`config.mk`:
```
export PLATFORM = sky130hd
export DESIGN_NAME = slew_limited_reload_calibrator
export DESIGN_NICKNAME = d
export VERILOG_FILES = /design/src/design/slrc_pkg.sv /design/src/design/slew_limited_reload_calibrator.sv /design/src/design/slrc_div.sv
export VERILOG_INCLUDE_DIRS = /design/src /design/src/design
export SDC_FILE = /design/constraint.sdc
export NUM_CORES = 1
export LEC_CHECK = 0
export BUFFER_PORTS_ARGS = -buffer_cell sky130_fd_sc_hd__buf_2
export CAP_MARGIN = 30
export CORE_ASPECT_RATIO = 1.1
export CORE_MARGIN = 4
export CORE_UTILIZATION = 46
export DETAILED_ROUTE_END_ITERATION = 16
export PLACE_DENSITY = 0.77
export SLEW_MARGIN = 40
export SYNTH_ARGS = -nofsm -noshare
export SYNTH_HDL_FRONTEND = slang
export SYNTH_SLANG_ARGS = --single-unit
```
`constraint.sdc`:
```
create_clock -name clock -period 5 [get_ports clock]
set_input_delay 0.5 -clock clock [delete_from_list [all_inputs] [get_ports clock]]
set_output_delay 0.5 -clock clock [all_outputs]
set_load 0.01 [all_outputs]
```
`src/design/slew_limited_reload_calibrator_defines.svh`:
```
// ----------------------------------------------------------------------------
// slew limited reload calibrator assertion macros
// concurrent assertion helpers used by slew_limited_reload_calibrator.sv, compiled out with
// ASSERT_OFF
// ----------------------------------------------------------------------------
`ifndef SLEW_LIMITED_RELOAD_CALIBRATOR_DEFINES_SVH
`define SLEW_LIMITED_RELOAD_CALIBRATOR_DEFINES_SVH

`ifndef ASSERT_OFF
// property checked at every clock edge outside reset
`define SLRC_ASSERT(label, clk, rst, prop, msg) \
   label: assert property (@(posedge clk) disable iff (rst) (prop)) else $error(msg);
// consequent checked in the cycle after the antecedent
`define SLRC_ASSERT_NEXT(label, clk, rst, ante, cons, msg) \
   label: assert property (@(posedge clk) disable iff (rst) (ante) |=> (cons)) else $error(msg);
`else
`define SLRC_ASSERT(label, clk, rst, prop, msg)
`define SLRC_ASSERT_NEXT(label, clk, rst, ante, cons, msg)
`endif

`endif

```
`src/design/slrc_pkg.sv`:
```
// ----------------------------------------------------------------------------
// slrc_pkg
// shared widths and constants of the slew limited reload calibrator
// ----------------------------------------------------------------------------
`timescale 1ns / 1ps
`default_nettype none

package slrc_pkg;

   localparam int unsigned FIELD_W    = 16;
   localparam int unsigned DIVIDEND_W = 32;
   localparam int unsigned PERIOD_W   = 17;
   localparam int unsigned STEP_CNT_W = $clog2(DIVIDEND_W);

   // reference period in microseconds
   localparam logic [PERIOD_W-1:0] PERIOD_USEC = 17'd125000;

endpackage

`default_nettype wire

```
`src/design/slew_limited_reload_calibrator.sv`:
```
// an accepted word is registered in the idle state, the multiply state starts the
//    divider, the divide state waits through its 32 single-bit steps and registered done,
//    and the write state stores the result word; a zero elapsed time skips the divider
// req_stall is high from acceptance until the result is written, so no new word is taken
//    before the last one is through; a stalled output register holds the write state
// reset: synchronous, clears the sequencer and output valid, reload to INITIAL_RELOAD
// ----------------------------------------------------------------------------
// slew_limited_reload_calibrator
// computes the ideal 125 ms reload from one calibration measurement and moves
// the stored reload one step toward it
// ----------------------------------------------------------------------------
`timescale 1ns / 1ps
`default_nettype none

`include "slew_limited_reload_calibrator_defines.svh"

module slew_limited_reload_calibrator #(
   parameter logic [15:0] INITIAL_RELOAD = 16'd3874
) (
   input  wire logic                              clock,
   input  wire logic                              reset,
   // measurement words
   input  wire logic                              req_valid,
   output logic                                   req_stall,
   input  wire logic [slrc_pkg::FIELD_W-1:0]      req_elapsed_usec,
   input  wire logic [slrc_pkg::FIELD_W-1:0]      req_measured_ticks,
   // result words
   output logic                                   rsp_valid,
   input  wire logic                              rsp_stall,
   output logic [slrc_pkg::FIELD_W-1:0]           rsp_reload_value,
   output logic [slrc_pkg::FIELD_W-1:0]           rsp_target_reload,
   output logic                                   rsp_zero_interval
);

   // sequencer states
   typedef enum logic [3:0] {
      ST_IDLE   = 4'b0001,
      ST_MULT   = 4'b0010,
      ST_DIVIDE = 4'b0100,
      ST_WRITE  = 4'b1000
   } state_type;

   localparam int unsigned PROD_W = slrc_pkg::PERIOD_W + slrc_pkg::FIELD_W;

   state_type                             state_ff, state_in;
   logic [slrc_pkg::FIELD_W-1:0]          elapsed_ff, elapsed_in;
   logic [slrc_pkg::FIELD_W-1:0]          ticks_ff, ticks_in;
   logic                                  zero_ff, zero_in;
   logic [slrc_pkg::FIELD_W-1:0]          reload_ff, reload_in;

   logic                                  rsp_valid_ff, rsp_valid_in;
   logic [slrc_pkg::FIELD_W-1:0]          rsp_reload_ff, rsp_reload_in;
   logic [slrc_pkg::FIELD_W-1:0]          rsp_target_ff, rsp_target_in;
   logic                                  rsp_zero_ff, rsp_zero_in;

   logic                                  req_take;
   logic                                  out_free;
   logic [PROD_W-1:0]                     product_full;
   logic                                  div_start;
   logic                                  div_done;
   logic [slrc_pkg::FIELD_W-1:0]          div_quotient;
   logic [slrc_pkg::FIELD_W-1:0]          target;

   // input is taken only while the sequencer is idle
   assign req_stall = (state_ff != ST_IDLE);
   assign req_take  = req_valid && !req_stall;

   // output register is free when empty or being drained this cycle
   assign out_free = !rsp_valid_ff || !rsp_stall;

   // 125000 * ticks, kept modulo 2^32 when handed to the divider
   assign product_full = {{slrc_pkg::FIELD_W{1'b0}}, slrc_pkg::PERIOD_USEC}
                       * {{slrc_pkg::PERIOD_W{1'b0}}, ticks_ff};

   assign div_start = (state_ff == ST_MULT);

   slrc_div u_div (
      .clock    (clock),
      .reset    (reset),
      .start    (div_start),
      .dividend (product_full[slrc_pkg::DIVIDEND_W-1:0]),
      .divisor  (elapsed_ff),
      .done     (div_done),
      .quotient (div_quotient)
   );

   // low 16 bits of the quotient minus one, wrapping; zero interval gives 0
   assign target = zero_ff ? '0 : (div_quotient - 1'b1);

   always_comb begin
      state_in      = state_ff;
      elapsed_in    = elapsed_ff;
      ticks_in      = ticks_ff;
      zero_in       = zero_ff;
      reload_in     = reload_ff;
      rsp_valid_in  = rsp_valid_ff && rsp_stall;
      rsp_reload_in = rsp_reload_ff;
      rsp_target_in = rsp_target_ff;
      rsp_zero_in   = rsp_zero_ff;
      case (state_ff)
         ST_IDLE: begin
            if (req_take) begin
               elapsed_in = req_elapsed_usec;
               ticks_in   = req_measured_ticks;
               zero_in    = (req_elapsed_usec == '0);
               // no division for a zero interval
               state_in   = (req_elapsed_usec == '0) ? ST_WRITE : ST_MULT;
            end
         end
         ST_MULT: begin
            state_in = ST_DIVIDE;
         end
         ST_DIVIDE: begin
            if (div_done) begin
               state_in = ST_WRITE;
            end
         end
         ST_WRITE: begin
            if (out_free) begin
               // single step toward the target, held on a zero interval
               if (!zero_ff && (target < reload_ff)) begin
                  reload_in = reload_ff - 1'b1;
               end else if (!zero_ff && (target > reload_ff)) begin
                  reload_in = reload_ff + 1'b1;
               end
               rsp_valid_in  = 1'b1;
               rsp_reload_in = reload_in;
               rsp_target_in = target;
               rsp_zero_in   = zero_ff;
               state_in      = ST_IDLE;
            end
         end
         default: begin
            state_in = ST_IDLE;
         end
      endcase
   end

   always_ff @(posedge clock) begin
      if (reset) begin
         state_ff     <= ST_IDLE;
         reload_ff    <= INITIAL_RELOAD;
         rsp_valid_ff <= 1'b0;
      end else begin
         state_ff     <= state_in;
         reload_ff    <= reload_in;
         rsp_valid_ff <= rsp_valid_in;
      end
   end

   // payload registers
   always_ff @(posedge clock) begin
      elapsed_ff    <= elapsed_in;
      ticks_ff      <= ticks_in;
      zero_ff       <= zero_in;
      rsp_reload_ff <= rsp_reload_in;
      rsp_target_ff <= rsp_target_in;
      rsp_zero_ff   <= rsp_zero_in;
   end

   assign rsp_valid         = rsp_valid_ff;
   assign rsp_reload_value  = rsp_reload_ff;
   assign rsp_target_reload = rsp_target_ff;
   assign rsp_zero_interval = rsp_zero_ff;

   // accepted word always starts the multiply or, for zero time, the write
   `SLRC_ASSERT_NEXT(a_take_start, clock, reset, req_take, (state_ff == ST_MULT) || (state_ff == ST_WRITE), "accepted word did not start the sequencer")
   // divider finishes only while the sequencer waits for it
   `SLRC_ASSERT(a_done_in_divide, clock, reset, !div_done || (state_ff == ST_DIVIDE), "divider done outside the divide state")
   // reload changes only when a result is written
   `SLRC_ASSERT_NEXT(a_reload_hold, clock, reset, state_ff != ST_WRITE, $stable(reload_ff), "reload changed outside the write state")
   // reload moves at most one count per word
   `SLRC_ASSERT(a_reload_step, clock, reset, (reload_ff == $past(reload_ff)) || (reload_ff == 16'($past(reload_ff) + 16'd1)) || (reload_ff == 16'($past(reload_ff) - 16'd1)), "reload moved by more than one step")

endmodule

`default_nettype wire

```
`src/design/slrc_div.sv`:
```
// ----------------------------------------------------------------------------
// slrc_div
// radix-2 restoring divider, 32-bit dividend by 16-bit divisor, one
// quotient bit per cycle while busy
// ----------------------------------------------------------------------------
`timescale 1ns / 1ps
`default_nettype none

module slrc_div (
   input  wire logic                                  clock,
   input  wire logic                                  reset,
   input  wire logic                                  start,
   input  wire logic [slrc_pkg::DIVIDEND_W-1:0]       dividend,
   input  wire logic [slrc_pkg::FIELD_W-1:0]          divisor,
   output logic                                       done,
   output logic [slrc_pkg::FIELD_W-1:0]               quotient
);

   logic                                  busy_ff, busy_in;
   logic                                  done_ff, done_in;
   logic [slrc_pkg::STEP_CNT_W-1:0]       count_ff, count_in;
   logic [slrc_pkg::FIELD_W-1:0]          rem_ff, rem_in;
   logic [slrc_pkg::DIVIDEND_W-1:0]       work_ff, work_in;
   logic [slrc_pkg::FIELD_W-1:0]          divisor_ff, divisor_in;

   logic [slrc_pkg::FIELD_W:0]            trial;
   logic [slrc_pkg::FIELD_W:0]            diff;
   logic                                  ge;

   // partial remainder with the next dividend bit brought down
   assign trial = {rem_ff, work_ff[slrc_pkg::DIVIDEND_W-1]};
   assign diff  = trial - {1'b0, divisor_ff};
   assign ge    = (trial >= {1'b0, divisor_ff});

   always_comb begin
      busy_in    = busy_ff;
      done_in    = 1'b0;
      count_in   = count_ff;
      rem_in     = rem_ff;
      work_in    = work_ff;
      divisor_in = divisor_ff;
      if (start) begin
         busy_in    = 1'b1;
         count_in   = '0;
         rem_in     = '0;
         work_in    = dividend;
         divisor_in = divisor;
      end else if (busy_ff) begin
         rem_in   = ge ? diff[slrc_pkg::FIELD_W-1:0] : trial[slrc_pkg::FIELD_W-1:0];
         work_in  = {work_ff[slrc_pkg::DIVIDEND_W-2:0], ge};
         count_in = count_ff + 1'b1;
         if (count_ff == slrc_pkg::STEP_CNT_W'(slrc_pkg::DIVIDEND_W - 1)) begin
            busy_in = 1'b0;
            done_in = 1'b1;
         end
      end
   end

   always_ff @(posedge clock) begin
      if (reset) begin
         busy_ff  <= 1'b0;
         done_ff  <= 1'b0;
         count_ff <= '0;
      end else begin
         busy_ff  <= busy_in;
         done_ff  <= done_in;
         count_ff <= count_in;
      end
   end

   always_ff @(posedge clock) begin
      rem_ff     <= rem_in;
      work_ff    <= work_in;
      divisor_ff <= divisor_in;
   end

   assign done     = done_ff;
   assign quotient = work_ff[slrc_pkg::FIELD_W-1:0];

endmodule

`default_nettype wire
```
==> metrics.yaml, run 1 <==
outcome:
  status: "finished, violations left"
  violations: "negative setup slack"
flow_run:
  maxCapViolations: 0
drt:
  drt_first_pass_iters: 5
  drcViolationCount: 0
  wirelength_mm: 23.6
  vias: 8501
  via_per_inst: 5.48
  wl_per_cell_microns: 15.2
  first_iter_violations: 431
  final_antenna_net_count: 0
worst_hold_path:
  holdCritPathClass: "in2reg"
logic_synthesis:
  synth_cells: 1125
  synth_area_per_cell_sq_um: 10.2
  ys_seq_area_frac: 0.374
  synthArstFlopShare: 0
  synth_cell_types: 74
  ys_ff_latch: 158
  ys.flop_type: "edfxtp_1"
  synth-edff-count: 111
  yosysWarnings: 0
  syn-num-nets: 1353
  syn_area_sq_um: 11400
finish:
  nets: 1456
  stdcell_count: 1551
  mostFrequentLayoutCell: "inv_1"
  drive_above_1_share: 0.170
  antenna_cells: 0
  layout_common_cells: "131 x inv_1, 129 x ha_1, 111 x edfxtp_1"
  syn_to_final_growth_pct: 15.6
placement:
  dpl.cell_count: 1517
  place_hpwl_mm: 17.9
  place_ws_ns: -0.190
  place_congestion: 0.888
  numPortBuffers: 70
die:
  die_area_sq_um: 27400
  core-area_sq_um: 24500
  die_x_microns: 158
  ios: 71
  dieHeight_microns: 173
  rows: 60
  start_util: 0.467
grt:
  grt_max_degree: 73
  grt_first_pass_wirelength_mm: 40.3
  grt_overflow_total: 0
  grtUsageTotal: 0.177
  grt_pass1_vias: 8549
  antenna_found_initial: 0
timing:
  finalCriticalPeriod_ns: 5.14
  relSlewSlack: 0.472
  min_period_over_period: 1.03
  rsz0062_at_grt: "true"
  finalHoldViolCount: 0
  fmax_mhz: 195
  worstMarginPinSlew_ns: 0.792
  fin_worst_skew_ns: 0.0106
  tns_ns: -0.591
  setup_slack_ns: -0.138
  report.final.slew_viol_count: 0
  setup_viol: 8
clocking:
  cts_root_buffer: "clkbuf_16"
  cts_hold_buf: 0
  cts_tree: "yes"
  cts.htree.levels: 4
  cts_num_sinks: 158
  cts_made_buffers: 17
  cts.clk_slew.worst_paths_ns: 0.07
  worstSkewPairLatency_ns: 0.43
  clockBufferDepth: 2
worst_setup_path:
  path_common_cell: "fa_1"
  crit_arrival_ns: 5.30
  required_ns: 5.16
  crit_chain: "fa_1, fa_1, fa_1, fa_1, ha_1, inv_1, fa_1, inv_2, ha_4, nand2_2, o21ai_4, nor3_2, a2111oi_4, nand2_1, a221oi_2, xnor2_1, o21ai_1"
  startpoint_type: "register"
  cp-end-kind: "register"
  max_stage_delay_ns: 0.58
  cp_slowest_cell: "fa_1"
  path_class: "reg2reg"
  crit_fanout: 4
==> routing by layer <==
metal,vias up,GRT usage,wire length (microns)
met2,208,0.298,11600
met1,4033,0.231,10400
li1,4214,-,-
met5,-,0,0
met3,46,0.0337,1080
met4,0,0.0537,558
==> through the flow <==
step                      hold slack (ns)  cell area (sq um)  utilization
after CTS                           0.229              13200        0.539
after detailed placement            0.405              12500        0.511
after floorplan                     0.400              11500            -
final                               0.244              13200        0.540
after global routing                0.233              13200        0.540
after global placement              0.404              12500        0.510
==> cells in the mapped netlist (3+ instances only) <==
library cell	n	area, sq um
a211oi_1	10	75.1
a21o_1	18	135
a21oi_1	70	350
a31oi_1	7	43.8
and3_1	5	31.3
buf_1	3	11.3
buf_2	3	15.0
clkbuf_1	28	105
dfxtp_1	47	941
edfxtp_1	111	3330
fa_1	56	1120
ha_1	136	1700
inv_1	140	526
mux2_1	4	45.0
mux2i_1	10	100
nand2_1	49	184
nand2b_1	8	50.1
nand3_1	42	210
nand3b_1	5	37.5
nand4_1	8	50.1
nor2_1	81	304
nor2b_1	9	56.3
nor3_1	28	140
nor4_1	14	87.6
o2111ai_1	3	26.3
o21a_1	9	67.6
o21ai_0	68	340
o21ai_1	13	65.1
o21bai_1	5	37.5
o31a_1	8	70.1
o31ai_1	6	45.0
or2_2	5	31.3
or3_1	10	62.6
xnor2_1	39	342
xor2_1	17	149
==> registers in the layout (all words and copies together) (netlist names) <==
| signal | count |
|---|---|
| rsp_zero_interval | 1 |
| u_div.busy_ff | 1 |
| reload_ff | 16 |
| rsp_reload_value | 16 |
| zero_ff | 1 |
| u_div.divisor_ff | 16 |
| u_div.done | 1 |
| ticks_ff | 16 |
| u_div.rem_ff | 16 |
| u_div.work_ff | 32 |
| u_div.count_ff | 5 |
| rsp_valid | 1 |
| elapsed_ff | 16 |
| rsp_target_reload | 16 |
| state_ff | 4 |
==> area by class of cell <==
class / count / area [sq um]
well taps: 310 / 388
flip-flops and latches: 158 / 4280
multi-input cells: 790 / 6710
fillers: 2071 / 11300
clock buffers: 18 / 450
clock inverters: 14 / 146
inverters: 142 / 533
repair buffers: 119 / 718
==> cells by family after synthesis <==
family / count (synthesis) / synth area share
XOR/XNOR: 56 / 0.0429
AND/OR/NAND/NOR: 281 / 0.125
adder cells (fa/ha/maj): 192 / 0.247
AO/OA/AOI/OAI: 247 / 0.140
buffers and inverters: 177 / 0.0591
flip-flops: 158 / 0.374
multiplexers: 14 / 0.0127
==> worst paths after layout <==
check / from / end / slack (ns) / cells past startpoint
hold / removal: req_measured_ticks[15] / ticks_ff[15] / 0.24 / 1
setup / recovery: ticks_ff[0] / u_div.work_ff[31] / -0.14 / 17
hold reg to reg: elapsed_ff[8] / u_div.divisor_ff[8] / 0.42 / 0
setup reg to reg: ticks_ff[0] / u_div.work_ff[31] / -0.14 / 17
==> timing repair <==
action                                  CTS  global route
endpoints found under the setup margin   12            14
pin swaps                                12             0
setup buffers                             2             0
endpoints found under the hold margin     0             0
resized for setup                        18             5
==> critical path: cells and delay by family, from the launching register on <==
kind / cells / cell delay [ns]
adders and majority gates: 7 / 3.00
xor gates and xnor gates: 1 / 0.14
and+or+nand+nor: 3 / 0.30
AOI/OAI and AO/OA: 4 / 0.92
buffers and inverters: 2 / 0.09
DFF: 1 / 0.43
Power of run 1 is not shown: default switching activity piles up to over one toggle a cycle in this logic, so the estimate is an artifact.
==> run 2: changes to the inputs <==
--- a/config.mk
+++ b/config.mk
@@ -13,7 +13,8 @@
 export CORE_UTILIZATION = 46
 export DETAILED_ROUTE_END_ITERATION = 16
 export PLACE_DENSITY = 0.77
-export SLEW_MARGIN = 40
+export RECOVER_POWER = 50
+export SLEW_MARGIN = 20
 export SYNTH_ARGS = -nofsm -noshare
 export SYNTH_HDL_FRONTEND = slang
 export SYNTH_SLANG_ARGS = --single-unit
==> metrics.yaml, run 2 (synthesis gave the netlist of run 1 again) <==
grt:
  grt_overflow_total: 0
  grt_first_pass_wirelength_mm: 40.6
  antenna_found_initial: 0
  grtUsageTotal: 0.179
  grt_max_degree: 73
  grt_pass1_vias: 8463
outcome:
  violations: "negative setup slack"
  status: "finished, violations left"
die:
  dieHeight_microns: 173
  die_x_microns: 158
  ios: 71
  core-area_sq_um: 24500
  die_area_sq_um: 27400
  rows: 60
  start_util: 0.467
drt:
  wl_per_cell_microns: 15.8
  drt_first_pass_iters: 5
  final_antenna_net_count: 0
  wirelength_mm: 24.6
  drcViolationCount: 0
  via_per_inst: 5.50
  vias: 8573
  first_iter_violations: 554
worst_setup_path:
  path_common_cell: "fa_1"
  crit_chain: "fa_1, fa_1, fa_1, fa_1, ha_1, inv_1, fa_1, inv_2, ha_4, nand2_4, o21ai_4, nor3_4, a2111oi_4, buf_4, a41oi_2, xor2_1, o21ai_1"
  crit_fanout: 4
  path_class: "reg2reg"
  required_ns: 5.15
  path_buf_inv: 3
  cp-end-kind: "register"
  critPathTopFamily: "adder cells"
  max_stage_delay_ns: 0.56
  cp_slowest_cell: "fa_1"
  crit_arrival_ns: 5.29
  startpoint_type: "register"
clocking:
  cts_hold_buf: 0
  cts_num_sinks: 158
  clockBufferDepth: 2
  cts.clk_slew.worst_paths_ns: 0.07
  cts_tree: "yes"
  cts.htree.levels: 4
  cts_root_buffer: "clkbuf_16"
  worstSkewPairLatency_ns: 0.43
  cts_made_buffers: 17
finish:
  nets: 1464
  regArea_sq_um: 4280
  fin_area_sq_um: 13400
  mostFrequentLayoutCell: "ha_1"
  largest-register: "u_div.work_ff"
  drive_above_1_share: 0.181
  fillCellCount: 2034
  antenna_cells: 0
  fin_util: 0.548
  largest_reg_flops: 32
  layout_common_cells: "127 x ha_1, 126 x inv_1, 111 x edfxtp_1"
  multi_input_area_sq_um: 6810
  syn_to_final_growth_pct: 17.4
timing:
  relSlewSlack: 0.491
  finalCriticalPeriod_ns: 5.14
  setup_slack_ns: -0.144
  worstMarginPinSlew_ns: 0.763
  setup_viol: 12
  tns_ns: -1.01
  fmax_mhz: 194
  min_period_over_period: 1.03
  report.final.slew_viol_count: 0
  rsz0062_at_grt: "true"
  finalHoldViolCount: 0
  fin_worst_skew_ns: 0.0119
placement:
  numPortBuffers: 70
  placed_cell_area_sq_um: 12500
  place_congestion: 0.888
  place_hpwl_mm: 18.0
flow_run:
  maxCapViolations: 0
worst_hold_path:
  holdCritPathClass: "in2reg"
## run 2: changes by cell type in the layout (fill, tap and decap cells not counted), sizes merged
cell / previous run / this run
buf: 119 / 114
bufinv: 1 / 2
clkbuf: 18 / 31
clkinv: 6 / 5
## run 2: worst paths after layout
path                     startpoint                  end  slack, ns  cells past startpoint
max reg2reg             ticks_ff[1]    u_div.work_ff[25]      -0.14                     17
min reg2reg           elapsed_ff[4]  u_div.divisor_ff[4]       0.42                      0
max                     ticks_ff[1]    u_div.work_ff[25]      -0.14                     17
min          req_measured_ticks[15]         ticks_ff[15]       0.24                      1
## run 2: metrics by stage
step / hold WS (ns) / setup slack, ns / cells
2_1_floorplan: 0.400 / -0.0636 / 1125
3_3_place_gp: 0.404 / -0.0932 / 1516
3_5_place_dp: 0.405 / -0.199 / 1517
4_1_cts: 0.228 / -0.114 / 1552
5_1_grt: 0.231 / -0.342 / 1559
6_report: 0.244 / -0.144 / 1559
## run 2: area by class of cell
type                       count  share of cell area
timing repair buffer         127              0.0591
inverter                     142              0.0397
clock buffer                  18              0.0336
multi-input combinational    790               0.508
clock inverter                14              0.0126
sequential                   158               0.319
tap                          310              0.0289
## run 2: metal layers
metal / GRT usage / vias to the layer above / part of all wire
met3: 0.0290 / 47 / 0.043
met2: 0.305 / 254 / 0.50
met1: 0.236 / 4046 / 0.44
li1: - / 4226 / -
met5: 0 / - / 0
met4: 0.0473 / 0 / 0.021
## run 2: timing repair
item,4_1_cts,5_1_grt
setup buffers,3,6
endpoints found under the hold margin,0,0
gates cloned,0,0
pin swaps,21,9
endpoints found under the setup margin,12,16
gates resized for setup,35,21
Power of run 2 is left out for the same reason.
